### config.mk
export PLATFORM = sky130hd
export DESIGN_NAME = lcd_front
export DESIGN_NICKNAME = d
export VERILOG_FILES = /design/src/sv/lcd_pkg.sv /design/src/sv/lcd_front.sv
export SDC_FILE = /design/constraint.sdc
export NUM_CORES = 1
export LEC_CHECK = 0
export BUFFER_PORTS_ARGS = -buffer_cell sky130_fd_sc_hd__buf_2
export CAP_MARGIN = 20
export CELL_PAD_IN_SITES_DETAIL_PLACEMENT = 1
export CELL_PAD_IN_SITES_GLOBAL_PLACEMENT = 2
export CORE_MARGIN = 2
export CORE_UTILIZATION = 40
export CTS_CLUSTER_DIAMETER = 200
export CTS_CLUSTER_SIZE = 10
export DETAILED_ROUTE_END_ITERATION = 16
export GPL_TIMING_DRIVEN = 1
export PLACE_DENSITY_LB_ADDON = 0.1
export SYNTH_ARGS = -nofsm -noshare
export SYNTH_HDL_FRONTEND = slang
export SYNTH_SLANG_ARGS = --single-unit
### constraint.sdc
create_clock -name clk_i -period 10.3 [get_ports clk_i]
set_input_delay 2.06 -clock clk_i [delete_from_list [all_inputs] [get_ports clk_i]]
set_output_delay 2.06 -clock clk_i [all_outputs]
set_load 0.02 [all_outputs]
### src/sv/lcd_pkg.sv
// ----------------------------------------------------------------------------
// lcd_pkg
// Shared types and constants of the 3D label contact detector.
// ----------------------------------------------------------------------------
package lcd_pkg;

  localparam int DEF_MAX_WIDTH  = 128;
  localparam int DEF_MAX_HEIGHT = 128;
  localparam int DEF_LABEL_BITS = 24;

  localparam int MAX_DEPTH      = 1024;
  localparam int DEPTH_BITS     = 11;
  localparam int LABEL_W        = 24;
  localparam int INDEX_W        = 24;
  localparam int CFG_IDX_W      = 3;
  localparam int CFG_DATA_W     = 24;
  localparam int CMD_FIFO_DEPTH = 4;

  localparam int FLAG_W = 3;
  localparam int FLAG_A = 0;
  localparam int FLAG_B = 1;
  localparam int FLAG_M = 2;

  typedef enum logic {
    OP_VOXEL = 1'b0,
    OP_DRAIN = 1'b1
  } op_e;

  typedef enum logic [CFG_IDX_W-1:0] {
    REG_LABEL_A    = 3'd0,
    REG_LABEL_B    = 3'd1,
    REG_VOL_WIDTH  = 3'd2,
    REG_VOL_HEIGHT = 3'd3,
    REG_VOL_DEPTH  = 3'd4,
    REG_USE_MASK   = 3'd5
  } cfg_reg_e;

  typedef logic [FLAG_W-1:0] flags_t;

  typedef struct packed {
    logic   has_data;
    flags_t flags;
    logic   emit;
  } cmd_t;

endpackage

### src/sv/lcd_front.sv
// ----------------------------------------------------------------------------
// lcd_front
// Configuration registers, volume geometry and item classification.
// ----------------------------------------------------------------------------
module lcd_front
  import lcd_pkg::*;
#(
  parameter int MAX_WIDTH  = DEF_MAX_WIDTH,
  parameter int MAX_HEIGHT = DEF_MAX_HEIGHT,
  parameter int LABEL_BITS = DEF_LABEL_BITS,
  localparam int WB  = $clog2(MAX_WIDTH + 1),
  localparam int HB  = $clog2(MAX_HEIGHT + 1),
  localparam int PB  = $clog2(MAX_WIDTH * MAX_HEIGHT + 1),
  localparam int LB  = $clog2(MAX_WIDTH * MAX_HEIGHT + MAX_WIDTH + 2),
  localparam int VB  = $clog2(longint'(MAX_WIDTH) * longint'(MAX_HEIGHT)
                              * longint'(MAX_DEPTH) + 1)
) (
  input  logic                  clk_i,
  input  logic                  rst_ni,
  input  logic                  cfg_valid_i,
  output logic                  cfg_ready_o,
  input  logic [CFG_IDX_W-1:0]  cfg_index_i,
  input  logic [CFG_DATA_W-1:0] cfg_data_i,
  input  logic                  in_valid_i,
  output logic                  in_ready_o,
  input  logic                  in_op_i,
  input  logic [LABEL_W-1:0]    in_label_i,
  input  logic                  in_mask_i,
  output logic                  cmd_push_o,
  output cmd_t                  cmd_o,
  input  logic                  fifo_full_i,
  output logic [WB-1:0]         dim_w_o,
  output logic [HB-1:0]         dim_h_o,
  output logic [DEPTH_BITS-1:0] dim_d_o,
  output logic [PB-1:0]         plane_o,
  output logic [LB-1:0]         lag_o,
  output logic                  use_mask_o,
  output logic                  restart_o
);

  localparam int CMP = (LABEL_BITS < LABEL_W) ? LABEL_BITS : LABEL_W;

  logic [LABEL_W-1:0]    label_a_q, label_b_q;
  logic [7:0]            width_q, height_q;
  logic [DEPTH_BITS-1:0] depth_q;
  logic                  use_mask_q;
  logic [2:0]            settle_q;

  logic [WB-1:0]         w_d, w_q;
  logic [HB-1:0]         h_d, h_q;
  logic [DEPTH_BITS-1:0] d_d, d_q;
  logic [PB-1:0]         plane_q;
  logic [VB-1:0]         volume_q, vol_m1_q;
  logic [LB-1:0]         lag_q;
  logic [WB+HB-1:0]      plane_full;
  logic [PB+DEPTH_BITS-1:0] vol_full;

  logic [VB-1:0] acc_q, out_q, acc_n;
  logic [VB:0]   out_lag;
  logic          cfg_we, accept, is_voxel, emit, last;
  cfg_reg_e      reg_sel;

  assign cfg_ready_o = 1'b1;
  assign cfg_we      = cfg_valid_i && cfg_ready_o;
  assign reg_sel     = cfg_reg_e'(cfg_index_i);
  assign restart_o   = cfg_we && (reg_sel == REG_VOL_WIDTH || reg_sel == REG_VOL_HEIGHT
                                  || reg_sel == REG_VOL_DEPTH);

  always_ff @(posedge clk_i or negedge rst_ni) begin
    if (!rst_ni) begin
      label_a_q  <= '0;
      label_b_q  <= LABEL_W'(1);
      width_q    <= 8'd128;
      height_q   <= 8'd128;
      depth_q    <= DEPTH_BITS'(1);
      use_mask_q <= 1'b0;
    end else if (cfg_we) begin
      unique case (reg_sel)
        REG_LABEL_A:    label_a_q  <= cfg_data_i[LABEL_W-1:0];
        REG_LABEL_B:    label_b_q  <= cfg_data_i[LABEL_W-1:0];
        REG_VOL_WIDTH:  width_q    <= cfg_data_i[7:0];
        REG_VOL_HEIGHT: height_q   <= cfg_data_i[7:0];
        REG_VOL_DEPTH:  depth_q    <= cfg_data_i[DEPTH_BITS-1:0];
        REG_USE_MASK:   use_mask_q <= cfg_data_i[0];
        default: ;
      endcase
    end
  end

  // clamped sizes
  always_comb begin
    if (width_q == 8'd0) begin
      w_d = WB'(1);
    end else if (int'(width_q) > MAX_WIDTH) begin
      w_d = WB'(MAX_WIDTH);
    end else begin
      w_d = WB'(width_q);
    end
    if (height_q == 8'd0) begin
      h_d = HB'(1);
    end else if (int'(height_q) > MAX_HEIGHT) begin
      h_d = HB'(MAX_HEIGHT);
    end else begin
      h_d = HB'(height_q);
    end
    if (depth_q == '0) begin
      d_d = DEPTH_BITS'(1);
    end else if (int'(depth_q) > MAX_DEPTH) begin
      d_d = DEPTH_BITS'(MAX_DEPTH);
    end else begin
      d_d = depth_q;
    end
  end

  assign plane_full = {HB'(0), w_q} * {WB'(0), h_q};
  assign vol_full   = {DEPTH_BITS'(0), plane_q} * {PB'(0), d_q};

  // geometry pipeline: clamped sizes, then plane size, then volume and lag, then volume minus one
  always_ff @(posedge clk_i) begin
    w_q      <= w_d;
    h_q      <= h_d;
    d_q      <= d_d;
    plane_q  <= PB'(plane_full);
    volume_q <= VB'(vol_full);
    lag_q    <= LB'(plane_q) + LB'(w_q) + LB'(1);
    vol_m1_q <= volume_q - VB'(1);
  end

  always_ff @(posedge clk_i or negedge rst_ni) begin
    if (!rst_ni) begin
      settle_q <= 3'd4;
    end else if (cfg_we) begin
      settle_q <= 3'd4;
    end else if (settle_q != 3'd0) begin
      settle_q <= settle_q - 3'd1;
    end
  end

  assign in_ready_o = !fifo_full_i && (settle_q == 3'd0);
  assign accept     = in_valid_i && in_ready_o;

  assign is_voxel = (op_e'(in_op_i) == OP_VOXEL) && (acc_q < volume_q);
  assign acc_n    = acc_q + VB'(is_voxel);
  assign out_lag  = (VB+1)'(out_q) + (VB+1)'(lag_q);
  assign emit     = (out_q < acc_n)
                    && ((acc_n >= volume_q) || ((VB+1)'(acc_n) > out_lag));
  assign last     = emit && (out_q == vol_m1_q);

  always_ff @(posedge clk_i or negedge rst_ni) begin
    if (!rst_ni) begin
      acc_q <= '0;
      out_q <= '0;
    end else if (restart_o) begin
      acc_q <= '0;
      out_q <= '0;
    end else if (accept) begin
      if (last) begin
        acc_q <= '0;
        out_q <= '0;
      end else begin
        acc_q <= acc_n;
        out_q <= out_q + VB'(emit);
      end
    end
  end

  assign cmd_push_o            = accept && (is_voxel || emit);
  assign cmd_o.has_data        = is_voxel;
  assign cmd_o.emit            = emit;
  assign cmd_o.flags[FLAG_A]   = (in_label_i[CMP-1:0] == label_a_q[CMP-1:0]);
  assign cmd_o.flags[FLAG_B]   = (in_label_i[CMP-1:0] == label_b_q[CMP-1:0]);
  assign cmd_o.flags[FLAG_M]   = in_mask_i;

  assign dim_w_o    = w_q;
  assign dim_h_o    = h_q;
  assign dim_d_o    = d_q;
  assign plane_o    = plane_q;
  assign lag_o      = lag_q;
  assign use_mask_o = use_mask_q;

endmodule

==> results.sh <==
export IMPL_outcome="finished, final reports clean"
export IMPL_synth_edf_count=0
export IMPL_dr_first_iter_drc_count=488
export IMPL_pin_count=125
export IMPL_synth_fa_ha_area_share_pct=28.3
export IMPL_synth_nets=2562
export IMPL_die_h_um=229
export IMPL_dieArea_um2=52600
export IMPL_worst_path_max_fanout=7
export IMPL_htreeDepth=1
export IMPL_synth_top_family_by_area="adder cells"
export IMPL_row_count=82
export IMPL_cts_path_max_buffers=3
export IMPL_place_ws_ps=772
export IMPL_critPathSlowestCell="dfrtp_1"
export IMPL_skew_ps=14.9
export IMPL_core_area_um2=50200
export IMPL_grt_pass1_wl_um=96100
export IMPL_final_antenna_net_count=0
export IMPL_start_util_pct=40.5
export IMPL_power_total_mw=5.13
export IMPL_setup_tns_ps=0
export IMPL_fin_crit_sh_pct=93.1
export IMPL_max_freq_mhz=104
export IMPL_maxCapViolCount=0
export IMPL_die_w_um=229
export IMPL_path_class="reg -> out"
export IMPL_ys_seq_area_share_pct=26.5
export IMPL_switchingPower_mw=2.29
export IMPL_p_comb_share_pct=51.8
export IMPL_syn_cell_area_um2=20300
export IMPL_post_route_util_pct=44.6
export IMPL_hp_class="reg -> reg"
export IMPL_ys_types=89
export IMPL_relSlewSlack_pct=23.5
export IMPL_hold_buffers=0
export IMPL_cts_made_buffers=27
export IMPL_worst_pin_slew_ps=1150
export IMPL_p_sw_share_pct=44.5
export IMPL_grt_pass1_vias=17100
export IMPL_vdd_ir_drop_worst_mv=0.142
export IMPL_power_frac_seq_pct=30.6
export IMPL_clk_latency_ps=560
export IMPL_report_final_slew_viol_count=0
export IMPL_cts_root_buf="clkbuf_16"
export IMPL_vias_per_cell=5.32
export IMPL_wirelength_um=60400
export IMPL_place_gp_congestion=0.850
export IMPL_path_clk_slew_ps=60
export IMPL_fin_nets=2656
export IMPL_worstPathArrival_ps=7530
export IMPL_yosys_most_used_dff="dfrtp_1"
export IMPL_drive_gt1_share_pct=12.6
export IMPL_synthToLayoutAreaGrowth_pct=10.0
export IMPL_drcViolationCount=0
export IMPL_synth_xor_area_share_pct=8.55
export IMPL_grt_max_degree=77
export IMPL_rsz0062_at_grt="false"
export IMPL_cts_tree="yes"
export IMPL_yosys_area_share_simple_pct=16.7
export IMPL_antenna_found_initial=1
export IMPL_avgRoutedWirePerCell_um=20.7
export IMPL_finalHoldViolations=0
export IMPL_cts_sinks=236
export IMPL_setup_viol_count_final=0
export IMPL_clkPwrFrac_pct=17.7
export IMPL_crit_family="compound AO/OA/AOI/OAI gates"
export IMPL_slowest_delay_ps=470
export IMPL_syn_inst=2136
export IMPL_synth_warnings=0
export IMPL_start_kind="flip-flop"
export IMPL_synth_compound_area_share_pct=8.31
export IMPL_via_count=15500
export IMPL_cts_resized=0
export IMPL_ys_ff_latch=236
export IMPL_dp_hpwl_um=47600
export IMPL_powerDensity_nw_per_um2=230
export IMPL_port_buffers=121
export IMPL_track_usage_pct=23.3
export IMPL_synthMuxAreaShare_pct=5.05
export IMPL_endpoint_kind="output pin"
export IMPL_globalRoute_totalOverflow=0
export IMPL_layout_setup_ws_ps=711
export IMPL_cts_setup_buffers=0
export IMPL_avgSynthCellArea_um2=9.51
export IMPL_period_needed_ps=9590
export IMPL_drt_pass1_iter_count=5
export IMPL_crit_buf_inv=4
export IMPL_p_int_mw=2.85
export IMPL_worstPathRequired_ps=8240
export IMPL_power_leakage_nw=10.8
export IMPL_async_flop_share_pct=54.7
-- worst register-to-register path, delay by kind of cell, from the launching register on --
family	cells	cell delay (ps)
AOI/OAI and AO/OA	17	3680
and+or+nand+nor	12	2310
adders and majority gates	6	1660
DFF	1	470
buffers and inverters	4	450
xor gates and xnor gates	1	190
-- final timing paths --
| check | startpoint | slack (ps) | cells after the start | endpoint |
|---|---|---|---|---|
| setup / recovery | acc_q[1] | 710 | 31 | cmd_push_o |
| hold / removal | width_q[7] | 480 | 0 | dim_w_o[7] |
| setup reg to reg | acc_q[1] | 1480 | 40 | out_q[20] |
| hold reg to reg | width_q[7] | 480 | 0 | dim_w_o[7] |
| max in group asynchronous | rst_ni | 7380 | 2 | label_b_q[11] |
| min in group asynchronous | rst_ni | 1470 | 1 | out_q[4] |
-- flip-flops by register name, indices dropped and copies added, names as in the netlist, 8 cells and up --
name,count
dim_h_o,8
label_a_q,24
height_q,8
volume_q,25
vol_m1_q,25
width_q,8
plane_o,15
lag_o,15
dim_d_o,11
acc_q,25
dim_w_o,8
depth_q,11
out_q,25
label_b_q,24
-- power groups by stage --
stage	clock network (mW)	registers [mW]	logic [mW]
2_1_floorplan	0	1.45	2.00
3_3_place_gp	0	1.59	2.61
3_5_place_dp	0	1.60	2.69
4_1_cts	0.937	1.58	2.71
5_1_grt	0.969	1.61	3.04
6_report	0.908	1.57	2.66
-- stage by stage --
step | instance area (um^2) | instances | hold slack (ps)
global placement | 21600 | 2873 | 461
floorplan | 20300 | 2136 | 407
CTS | 22400 | 2919 | 475
detailed placement | 21600 | 2873 | 458
global route | 22400 | 2920 | 493
finish | 22400 | 2920 | 475
-- metal layers --
layer,up-vias,GRT usage (%),part of all wire [%]
li1,7313,-,-
met1,7955,29.1,44
met2,205,42.9,51
met3,62,2.89,3.4
met4,0,4.65,1.9
met5,-,0,0
-- cells in the final DEF (no fill, tap or decap), drive strengths merged, types with 76 or more instances in the layout --
master / netlist / routed
inv: 246 / 247
ha: 216 / 216
nand2: 211 / 211
fa: 152 / 152
buf: 16 / 144
dfrtp: 124 / 124
and2: 114 / 114
xnor2: 111 / 111
dfxtp: 107 / 107
xor2: 84 / 84
mux2: 76 / 76
o21ai: 76 / 76
-- cell usage after synthesis (5+ instances only) --
cell type,number,area [um^2]
clkbuf_1,59,221
nand3_1,66,330
o21ai_1,11,55.1
dfrtp_1,124,3100
a211oi_1,11,82.6
fa_1,152,3040
o211ai_1,9,67.6
a21boi_0,8,60.1
a21o_1,19,143
nand2b_1,10,62.6
nand2_1,210,788
a31oi_1,25,156
nand4_1,32,200
a32oi_1,6,52.6
mux2i_1,17,170
o21bai_1,5,37.5
dfstp_2,5,131
o31ai_1,8,60.1
or3_1,7,43.8
buf_4,6,45.0
and3_1,28,175
nor2b_1,39,244
mux2_2,76,856
and2_1,113,707
o21ai_0,64,320
nor4_1,26,163
dfxtp_1,107,2140
nor2_1,62,233
inv_1,245,920
xor2_1,83,727
o21a_1,7,52.6
ha_1,216,2700
nor3_1,34,170
a21oi_1,53,265
xnor2_1,111,972
-- layout make-up --
class                   count  area (um^2)
flip-flops and latches    236         5380
multi-input cells        1574        13600
diodes                      1         2.50
fillers                  5762        27800
clock inverters             2         38.8
inverters                 247          927
repair buffers            144          785
well taps                 672          841
clock buffers              44          739
-- cells by family (layout without fill, tap and decap cells) --
kind of cell,after synthesis,after routing
AO/OA/AOI/OAI,259,259
XOR/XNOR,196,196
adder cells (fa/ha/maj),369,369
buffers and inverters,326,437
flip-flops,236,236
multiplexers,93,93
other,1,2
AND/OR/NAND/NOR,656,656
Note: power is estimated with default switching activity, not from simulation.
