[src/sv/lcd_pkg.sv]
// ----------------------------------------------------------------------------
// lcd_pkg
// Shared types and constants of the 3D label contact detector.
// ----------------------------------------------------------------------------
package lcd_pkg;

  localparam int DEF_MAX_WIDTH  = 128;
  localparam int DEF_MAX_HEIGHT = 128;
  localparam int DEF_LABEL_BITS = 24;

  localparam int MAX_DEPTH      = 1024;
  localparam int DEPTH_BITS     = 11;
  localparam int LABEL_W        = 24;
  localparam int INDEX_W        = 24;
  localparam int CFG_IDX_W      = 3;
  localparam int CFG_DATA_W     = 24;
  localparam int CMD_FIFO_DEPTH = 4;

  localparam int FLAG_W = 3;
  localparam int FLAG_A = 0;
  localparam int FLAG_B = 1;
  localparam int FLAG_M = 2;

  typedef enum logic {
    OP_VOXEL = 1'b0,
    OP_DRAIN = 1'b1
  } op_e;

  typedef enum logic [CFG_IDX_W-1:0] {
    REG_LABEL_A    = 3'd0,
    REG_LABEL_B    = 3'd1,
    REG_VOL_WIDTH  = 3'd2,
    REG_VOL_HEIGHT = 3'd3,
    REG_VOL_DEPTH  = 3'd4,
    REG_USE_MASK   = 3'd5
  } cfg_reg_e;

  typedef logic [FLAG_W-1:0] flags_t;

  typedef struct packed {
    logic   has_data;
    flags_t flags;
    logic   emit;
  } cmd_t;

endpackage

[src/sv/lcd_fifo.sv]
// ----------------------------------------------------------------------------
// lcd_fifo
// Small command queue between the classifier and the window engine.
// ----------------------------------------------------------------------------
module lcd_fifo
  import lcd_pkg::*;
#(
  parameter int DEPTH = CMD_FIFO_DEPTH,
  localparam int PW   = (DEPTH > 1) ? $clog2(DEPTH) : 1,
  localparam int CW   = $clog2(DEPTH + 1)
) (
  input  logic clk_i,
  input  logic rst_ni,
  input  logic push_i,
  input  cmd_t data_i,
  output logic full_o,
  input  logic pop_i,
  output logic valid_o,
  output cmd_t data_o
);

  cmd_t          mem_q [DEPTH];
  logic [PW-1:0] wr_q, rd_q;
  logic [CW-1:0] cnt_q;

  assign full_o  = (cnt_q == CW'(DEPTH));
  assign valid_o = (cnt_q != '0);
  assign data_o  = mem_q[rd_q];

  always_ff @(posedge clk_i or negedge rst_ni) begin
    if (!rst_ni) begin
      wr_q  <= '0;
      rd_q  <= '0;
      cnt_q <= '0;
    end else begin
      if (push_i) begin
        wr_q <= (wr_q == PW'(DEPTH - 1)) ? '0 : wr_q + PW'(1);
      end
      if (pop_i) begin
        rd_q <= (rd_q == PW'(DEPTH - 1)) ? '0 : rd_q + PW'(1);
      end
      cnt_q <= cnt_q + CW'(push_i) - CW'(pop_i);
    end
  end

  always_ff @(posedge clk_i) begin
    if (push_i) begin
      mem_q[wr_q] <= data_i;
    end
  end

endmodule

[config.mk]
export PLATFORM = sky130hd
export DESIGN_NAME = lcd_fifo
export DESIGN_NICKNAME = d
export VERILOG_FILES = /design/src/sv/lcd_pkg.sv /design/src/sv/lcd_fifo.sv
export SDC_FILE = /design/constraint.sdc
export NUM_CORES = 1
export LEC_CHECK = 0
export BUFFER_PORTS_ARGS = -buffer_cell sky130_fd_sc_hd__buf_2
export CAP_MARGIN = 20
export CORE_MARGIN = 2
export CORE_UTILIZATION = 54
export CTS_CLUSTER_DIAMETER = 30
export DETAILED_ROUTE_END_ITERATION = 10
export PLACE_DENSITY = 0.86
export RECOVER_POWER = 50
export SYNTH_ARGS = -nofsm -noshare
export SYNTH_HDL_FRONTEND = slang
export SYNTH_SLANG_ARGS = --single-unit
[constraint.sdc]
create_clock -name clk_i -period 2.1 [get_ports clk_i]
set_input_delay 0.105 -clock clk_i [delete_from_list [all_inputs] [get_ports clk_i]]
set_output_delay 0.105 -clock clk_i [all_outputs]
set_load 0.005 [all_outputs]
==> results of run 1 <==
through the flow:
stage / instance area, um2 / setup WS, ns / util, % / hold slack (ns) / power [W]
global placement: 1230 / 0.518 / 62.8 / -0.0566 / 0.00128
CTS: 1270 / 0.355 / 64.7 / 0.00148 / 0.00154
floorplan: 1130 / 0.525 / - / -0.191 / 0.00116
detailed placement: 1230 / 0.438 / 62.8 / -0.0567 / 0.00134
finish: 1310 / 0.388 / 66.8 / 0.0808 / 0.00152
global route: 1310 / 0.271 / 66.8 / 0.0730 / 0.00163
Yosys cell counts (2+ instances only):
| cell type | n |
|---|---|
| o21ai_0 | 2 |
| edfxtp_1 | 20 |
| dfrtp_1 | 7 |
| mux4_2 | 5 |
| and2_1 | 4 |
| ha_1 | 7 |
| inv_1 | 6 |
| mux2_2 | 2 |
timing repair:
action                     in CTS  in global routing
hold buffers                    1                  5
hold endpoints to repair        7                 20
setup buffers                   0                  0
setup endpoints to repair       0                  0
resized for setup               0                  0
cell type report:
class                      count  share of cell area (%)
sequential                    27                    59.2
multi-input combinational     28                    24.7
timing repair buffer          21                    9.73
tap                           27                    2.58
clock buffer                   3                    1.72
inverter                       6                    1.72
clock inverter                 1                   0.382
logic make-up after synthesis:
kind of cell               share of synthesized area (%)
muxes                                               11.9
AOI/OAI and AO/OA                                  0.883
adders and majority gates                           9.49
DFF                                                 68.4
and+or+nand+nor                                     4.75
xor gates and xnor gates                            1.55
buffers and inverters                               2.98
flip-flops by register name, indices dropped and copies added, names as in the netlist:
signal,cells
mem_q,20
cnt_q,3
rd_q,2
wr_q,2
worst register-to-register path, stage by stage (launching register included):
cell and delay, ns:
dfrtp_1 0.37, inv_1 0.05, ha_1 0.27, inv_1 0.04, ha_1 0.18, fa_1 0.37
xor2_1 0.16, xnor2_1 0.13
worst paths after layout:
kind                                from        end  slack (ns)  depth (start not counted)
max in group asynchronous         rst_ni   cnt_q[2]        1.63                          2
worst min-delay path              push_i    wr_q[1]        0.08                          2
worst max-delay path             rd_q[0]  data_o[4]        0.39                          2
worst max register to register  cnt_q[0]   cnt_q[2]        0.43                          7
worst min register to register  cnt_q[2]   cnt_q[2]        0.52                          1
min in group asynchronous         rst_ni    wr_q[0]        0.21                          2
per-layer routing:
| metal | GRT usage, % | wire [um] | vias up | share of wire, % |
|---|---|---|---|---|
| li1 | - | - | 277 | - |
| met4 | 6.94 | 44 | 0 | 2.5 |
| met1 | 18.1 | 688 | 294 | 38 |
| met2 | 28.2 | 1010 | 17 | 56 |
| met3 | 2.73 | 54 | 4 | 3.0 |
| met5 | 0 | 0 | - | 0 |
power groups by stage:
stage	Clock [W]	Sequential [W]	Combinational, W
finish	0.000204	0.000822	0.000494
floorplan	0	0.000783	0.000381
CTS	0.000213	0.000827	0.000498
global route	0.000233	0.000844	0.000553
global placement	0	0.000830	0.000447
detailed placement	0	0.000840	0.000498
==> summary.txt, run 1 <==
Clocking
  • Worst-path clk slew: 0.13 ns
  • H-tree depth: 1
  • CTS Buf Count: 3
  • CTS tree: yes
  • Clock buffer depth: 2
  • CTS root buffer: clkbuf_4
  • Clk sinks: 27
  • Clk Latency, worst-skew pair: about 0.3 ns

Worst setup path
  • Crit path buffers/inverters: 1
  • CP startpoint kind: flop
  • Crit. End Element: primary output
  • Worst-path fanout max: 8
  • Crit-path slowest cell: dfrtp_1
  • Max stage delay on crit path: 0.59 ns
  • Worst Path Arrival: 1.61 ns
  • Setup CP Type: flop to primary output
  • Critical Path RT: 2.00 ns
  • Crit path cell chain: mux4_2 > buf_2
  • CP delay by family, top: flip-flops

Cells and area
  • Sequential Area: 776 um2
  • Non-filler instance count after layout: 113
  • Commonest non-fill, non-tap cells in the layout: edfxtp_1 (20), buf_2 (9), ha_1 (7), dfrtp_1 (7)
  • Nets@finish: 104
  • Synth-to-Final Area Change: 15.7%
  • Fillers: 155
  • Multi-input combinational cell area: ~320 um2
  • N_diodes: 0
  • Layout cells sized above 1: 23.3%
  • Commonest non-fill, non-tap cell in the layout: edfxtp_1

Pwr
  • VDD IR max: 0.640 mV
  • Clock group share of total power: 13.4%
  • Switching Fraction: between 30% and 40%
  • Combinational Power Share: 32.5%
  • Cell Int Power: about 0.0011 W
  • Power density cells: about 1200 nW/um2
  • Sequential share of power: between 50% and 60%
  • Psw: about 0.00046 W
  • Pleak: around 0.52 nW

Synthesis
  • Synthesized instance count: 62
  • Post-synth EDFFs: 20
  • Post-synth ARST share: approximately a quarter
  • Ys Warns: 0
  • Cell Area, Synth: 1130 um2
  • Register area share after synthesis: 68.4%
  • Post-synth top area cell: edfxtp_1
  • Synth top area cells: edfxtp_1 (53%), dfrtp_1 (15%), mux4_2 (9.9%), ha_1 (7.7%), and2_1 (2.2%)
  • Top_reg_cell synth: edfxtp_1
  • Synth top area share: approximately 53%
  • Mapped Nets: 79
  • Register bit total from synthesis: 27
  • Synth cell types: 17
  • Avg Cell Area, Syn: 18.3 um2

Routing
  • Wirelength, routed: 1800 um
  • Residual DRC: 0
  • Wire per inst: 15.9 um
  • Via count: 592
  • DR iter-0 viols: 14
  • ANT nets after route: 0
  • Vias per inst: 5.24
  • 1st-pass router iterations: 4

Global routing
  • Largest net degree at the start of global routing: 16
  • GRT Total Usage: 15.6%
  • Initial antenna violation count: 0
  • Total gr overflow: 0
  • Vias in the first global route: 563
  • First-pass GRT wire length: 2690 um

Worst hold path
  • Worst hold path class: input port to flop

STA
  • Setup Skew: around 0.0057 ns
  • Actual slew at the worst max-slew pin: 0.371 ns
  • Tcrit/Tclk final: 81.5%
  • Rel. slew slack: 75.2%
  • RSZ-0062 raised after global routing: no
  • Peak Freq: between 500 and 600 MHz
  • Final Hold Fails: 0
  • Min Tclk post-route: 1.71 ns
  • Final setup vio count: 0
  • Final TNS setup: 0 ns
  • Max Slew Vio Count: 0

Floorplan
  • Num ports: 16
  • Row count: 16
  • Initial Utilization: 57.8%
  • DIE WIDTH: 49.8 um
  • CORE AREA: 1960 um2
  • Die ar.: 2480 um2
  • Die height: 49.8 um

Placed design
  • Final RePlAce weighted congestion: 0.645
  • HPWL Detailed: 1340 um
  • Placed insts: around 100
  • Port bufs: 15

Flow run
  • Total of max-cap violations: 0

Status
  • Status: completed
No activity file was read; power rests on OpenSTA's default activity.
==> run 2: changes to the inputs <==
--- a/config.mk
+++ b/config.mk
@@ -5,13 +5,14 @@
 export SDC_FILE = /design/constraint.sdc
 export NUM_CORES = 1
 export LEC_CHECK = 0
+export ABC_AREA = 1
 export BUFFER_PORTS_ARGS = -buffer_cell sky130_fd_sc_hd__buf_2
 export CAP_MARGIN = 20
 export CORE_MARGIN = 2
-export CORE_UTILIZATION = 54
+export CORE_UTILIZATION = 50
 export CTS_CLUSTER_DIAMETER = 30
 export DETAILED_ROUTE_END_ITERATION = 10
-export PLACE_DENSITY = 0.86
+export PLACE_DENSITY = 0.83
 export RECOVER_POWER = 50
 export SYNTH_ARGS = -nofsm -noshare
 export SYNTH_HDL_FRONTEND = slang
==> constraint.sdc (replaced) <==
create_clock -name clk_i -period 1.5 [get_ports clk_i]
set_input_delay 0.075 -clock clk_i [delete_from_list [all_inputs] [get_ports clk_i]]
set_output_delay 0.075 -clock clk_i [all_outputs]
set_load 0.005 [all_outputs]
==> summary.txt, run 2 <==
Worst setup path
  • Crit path cell chain: inv_2 > ha_4 > inv_2 > ha_4 > fa_2 > nand2_2 > nand2_2 > nand2_2 > nand2_1 (was mux4_2 > buf_2)
  • Worst Path Arrival: 1.88 ns (was 1.61 ns)
  • Max stage delay on crit path: 0.39 ns (was 0.59 ns)
  • Crit. End Element: flop (was primary output)
  • CP startpoint kind: flop (unchanged)
  • Crit-path slowest cell: dfrtp_1 (unchanged)
  • Critical Path RT: 1.72 ns (was 2.00 ns)
  • Most used cell, CP: nand2_2
  • Setup CP Type: flop to flop (was flop to primary output)
  • Worst-path fanout max: 2 (was 8)

Status
  • Failing checks: setup timing
  • Status: finished with violations (was completed)

Floorplan
  • Num ports: 16 (unchanged)
  • Initial Utilization: 52.0% (was 57.8%)
  • DIE WIDTH: 54.3 um (was 49.8 um)
  • Row count: 18 (was 16)
  • Die ar.: 2950 um2 (was 2480 um2)
  • Die height: 54.3 um (was 49.8 um)
  • CORE AREA: 2430 um2 (was 1960 um2)

Synthesis
  • Top_reg_cell synth: edfxtp_1 (unchanged)
  • Most frequent cells after synthesis: nand2_1 (38), inv_1 (33), edfxtp_1 (20) (was edfxtp_1 (20), dfrtp_1 (7), ha_1 (7))
  • Register area share after synthesis: 61.3% (was 68.4%)
  • Ys Warns: 0 (unchanged)
  • Most common cell in the netlist: nand2_1 (was edfxtp_1)
  • Post-synth top area cell: edfxtp_1 (unchanged)
  • Synth cell types: 14 (was 17)
  • Post-synth EDFFs: 20 (unchanged)
  • Register bit total from synthesis: 27 (unchanged)
  • Synth top area cells: edfxtp_1 (47%), dfrtp_1 (14%), nand2_1 (11%), inv_1 (9.8%), ha_1 (6.9%) (was edfxtp_1 (53%), dfrtp_1 (15%), mux4_2 (9.9%), ha_1 (7.7%), and2_1 (2.2%))
  • Avg Cell Area, Syn: 9.88 um2 (was 18.3 um2)
  • Post-synth ARST share: 25.9% (unchanged)
  • Synth top area share: 47.5% (was 53.0%)
  • Mapped Nets: 145 (was 79)
  • Cell Area, Synth: 1260 um2 (was 1130 um2)
  • Synthesized instance count: 128 (was 62)

Clocking
  • Clk Latency, worst-skew pair: 0.32 ns (was 0.30 ns)
  • H-tree depth: 1 (unchanged)
  • CTS Buf Count: 3 (unchanged)
  • CTS tree: yes (unchanged)
  • Clock buffer depth: 2 (unchanged)
  • CTS root buffer: clkbuf_4 (unchanged)
  • Worst-path clk slew: 0.13 ns (about the same)
  • Clk sinks: 27 (unchanged)

Routing
  • Wirelength, routed: 2130 um (was 1800 um)
  • 1st-pass router iterations: 4 (unchanged)
  • Vias per inst: 4.89 (was 5.24)
  • DR iter-0 viols: 24 (was 14)
  • ANT nets after route: 0 (unchanged)
  • Wire per inst: 11.4 um (was 15.9 um)
  • Via count: 909 (was 592)
  • Residual DRC: 0 (unchanged)

Flow run
  • Total of max-cap violations: 0 (unchanged)

Cells and area
  • Layout cells sized above 1: 18.6% (was 23.3%)
  • Synth-to-Final Area Change: 20.6% (was 15.7%)
  • Most flop-heavy register: mem_q (unchanged)
  • Commonest non-fill, non-tap cells in the layout: nand2_1 (34), inv_1 (30), edfxtp_1 (20), nand3_1 (11), buf_2 (9) (was edfxtp_1 (20), buf_2 (9), ha_1 (7), dfrtp_1 (7))
  • Fillers: 186 (was 155)
  • Max FFs per register: 20 (unchanged)
  • Commonest non-fill, non-tap cell in the layout: nand2_1 (was edfxtp_1)
  • N_diodes: 0 (unchanged)
  • Nets@finish: 174 (was 104)
  • Top flop regs: mem_q: 20 flops, cnt_q: 3 flops (unchanged)
  • Utilization after layout: 62.7% (was 66.8%)

STA
  • Final Hold Fails: 0 (unchanged)
  • Final TNS setup: -0.155 ns (was 0 ns)
  • Actual slew at the worst max-slew pin: 0.394 ns (was 0.371 ns)
  • Tcrit/Tclk final: 110%
  • Peak Freq: between 600 and 700 MHz
  • Setup Skew: 0.00112 ns (was 0.00567 ns)
  • RSZ-0062 raised after global routing: yes (was no)
  • Final worst-path setup slack: -0.155 ns (was 0.388 ns)
  • Max Slew Vio Count: 0 (unchanged)
  • Rel. slew slack: 73.7% (was 75.2%)
  • Final setup vio count: 1 (was 0)
  • Min Tclk post-route: between 1.5 and 2 ns

Global routing
  • Largest net degree at the start of global routing: 16 (unchanged)
  • First-pass GRT wire length: 3130 um (was 2690 um)
  • Total gr overflow: 0 (unchanged)
  • Initial antenna violation count: 0 (unchanged)
  • Vias in the first global route: 791 (was 563)
  • GRT Total Usage: 15.7% (was 15.6%)

Placed design
  • Pre-CTS WS: -0.109 ns (was 0.438 ns)
  • Port bufs: 15 (unchanged)
  • Final RePlAce weighted congestion: 0.765 (was 0.645)
  • HPWL Detailed: 1490 um (was 1340 um)

Pwr
  • Power density cells: 1600 nW/um2 (was 1160 nW/um2)
  • VDD IR max: 1.15 mV (was 0.640 mV)
  • Pleak: 0.752 nW (was 0.516 nW)

Worst hold path
  • Worst hold path class: input port to flop (unchanged)
## run 2: changes by cell type after synthesis, sizes merged, moves of 4 or more
| cell | before | now |
|---|---|---|
| nand3 | 0 | 12 |
| and2 | 4 | 0 |
| inv | 6 | 34 |
| nand2 | 1 | 38 |
| mux4 | 5 | 0 |
## run 2: area by class of cell
| class | count | area (um2) | area share [%] |
|---|---|---|---|
| inverters | 34 | 128 | 8.37 |
| flip-flops and latches | 27 | 777 | 50.9 |
| repair buffers | 26 | 170 | 11.2 |
| multi-input cells | 65 | 385 | 25.3 |
| clock buffers | 3 | 22.5 | 1.48 |
| well taps | 30 | 37.5 | 2.46 |
| clock inverters | 1 | 5.00 | 0.328 |
## run 2: path summary, 6_finish.rpt
kind                       slack [ns]  depth (start not counted)  endpoint      from
max                             -0.15                          9  cnt_q[2]  cnt_q[0]
max in group asynchronous        1.04                          2   rd_q[0]    rst_ni
min in group asynchronous        0.17                          2   rd_q[1]    rst_ni
min reg2reg                      0.56                          2  cnt_q[2]  cnt_q[2]
min                              0.04                          3   rd_q[1]     pop_i
max reg2reg                     -0.15                          9  cnt_q[2]  cnt_q[0]
## run 2: what timing repair did
item                                    CTS  global route
setup buffers                             2             0
endpoints found under the setup margin    2             7
pin swaps                                 2             5
hold buffers                              8             0
gates resized for setup                   1            11
endpoints found under the hold margin    28             0
gates cloned                              0             0
## run 2: per-layer routing
layer	global-route usage, %	share of wire [%]	up-vias	wire length [um]
met4	10.0	2.6	0	56
met2	26.5	52	19	1110
li1	-	-	448	-
met1	18.2	42	435	890
met5	0	0	-	0
met3	3.28	3.2	7	68
## run 2: through the flow
step                      cell area, um2  hold WS [ns]  cells  total power (W)
after global routing                1530        0.0770    186          0.00263
after floorplan                     1270        -0.221    128          0.00169
after global placement              1370       -0.0841    172          0.00189
final                               1530        0.0411    186          0.00244
after CTS                           1490        0.0100    186          0.00231
after detailed placement            1370       -0.0837    172          0.00196
## run 2: power breakdown
group | switching [W] | total, W | internal, W
logic | 0.000585 | 0.00101 | 0.000424
registers | 0.000141 | 0.00113 | 0.000994
clock network | 0.000192 | 0.000292 | 0.0000999
total | 0.000918 | 0.00244 | 0.00152
## run 2: critical path: cells and delay by family (launching register included)
| family | cells | cell delay [ns] |
|---|---|---|
| adder cells (fa/ha/maj) | 3 | 0.78 |
| buffers and inverters | 2 | 0.11 |
| flip-flops | 1 | 0.39 |
| AND/OR/NAND/NOR | 4 | 0.29 |
## run 2: cells by family (layout without fill, tap and decap cells)
group                    count (synthesis)  in the layout  share of synthesized area (%)
AO/OA/AOI/OAI                            4              4                           1.58
adder cells (fa/ha/maj)                  8              8                           8.51
buffers and inverters                   36             64                           11.6
AND/OR/NAND/NOR                         53             53                           17.0
flip-flops                              27             27                           61.3
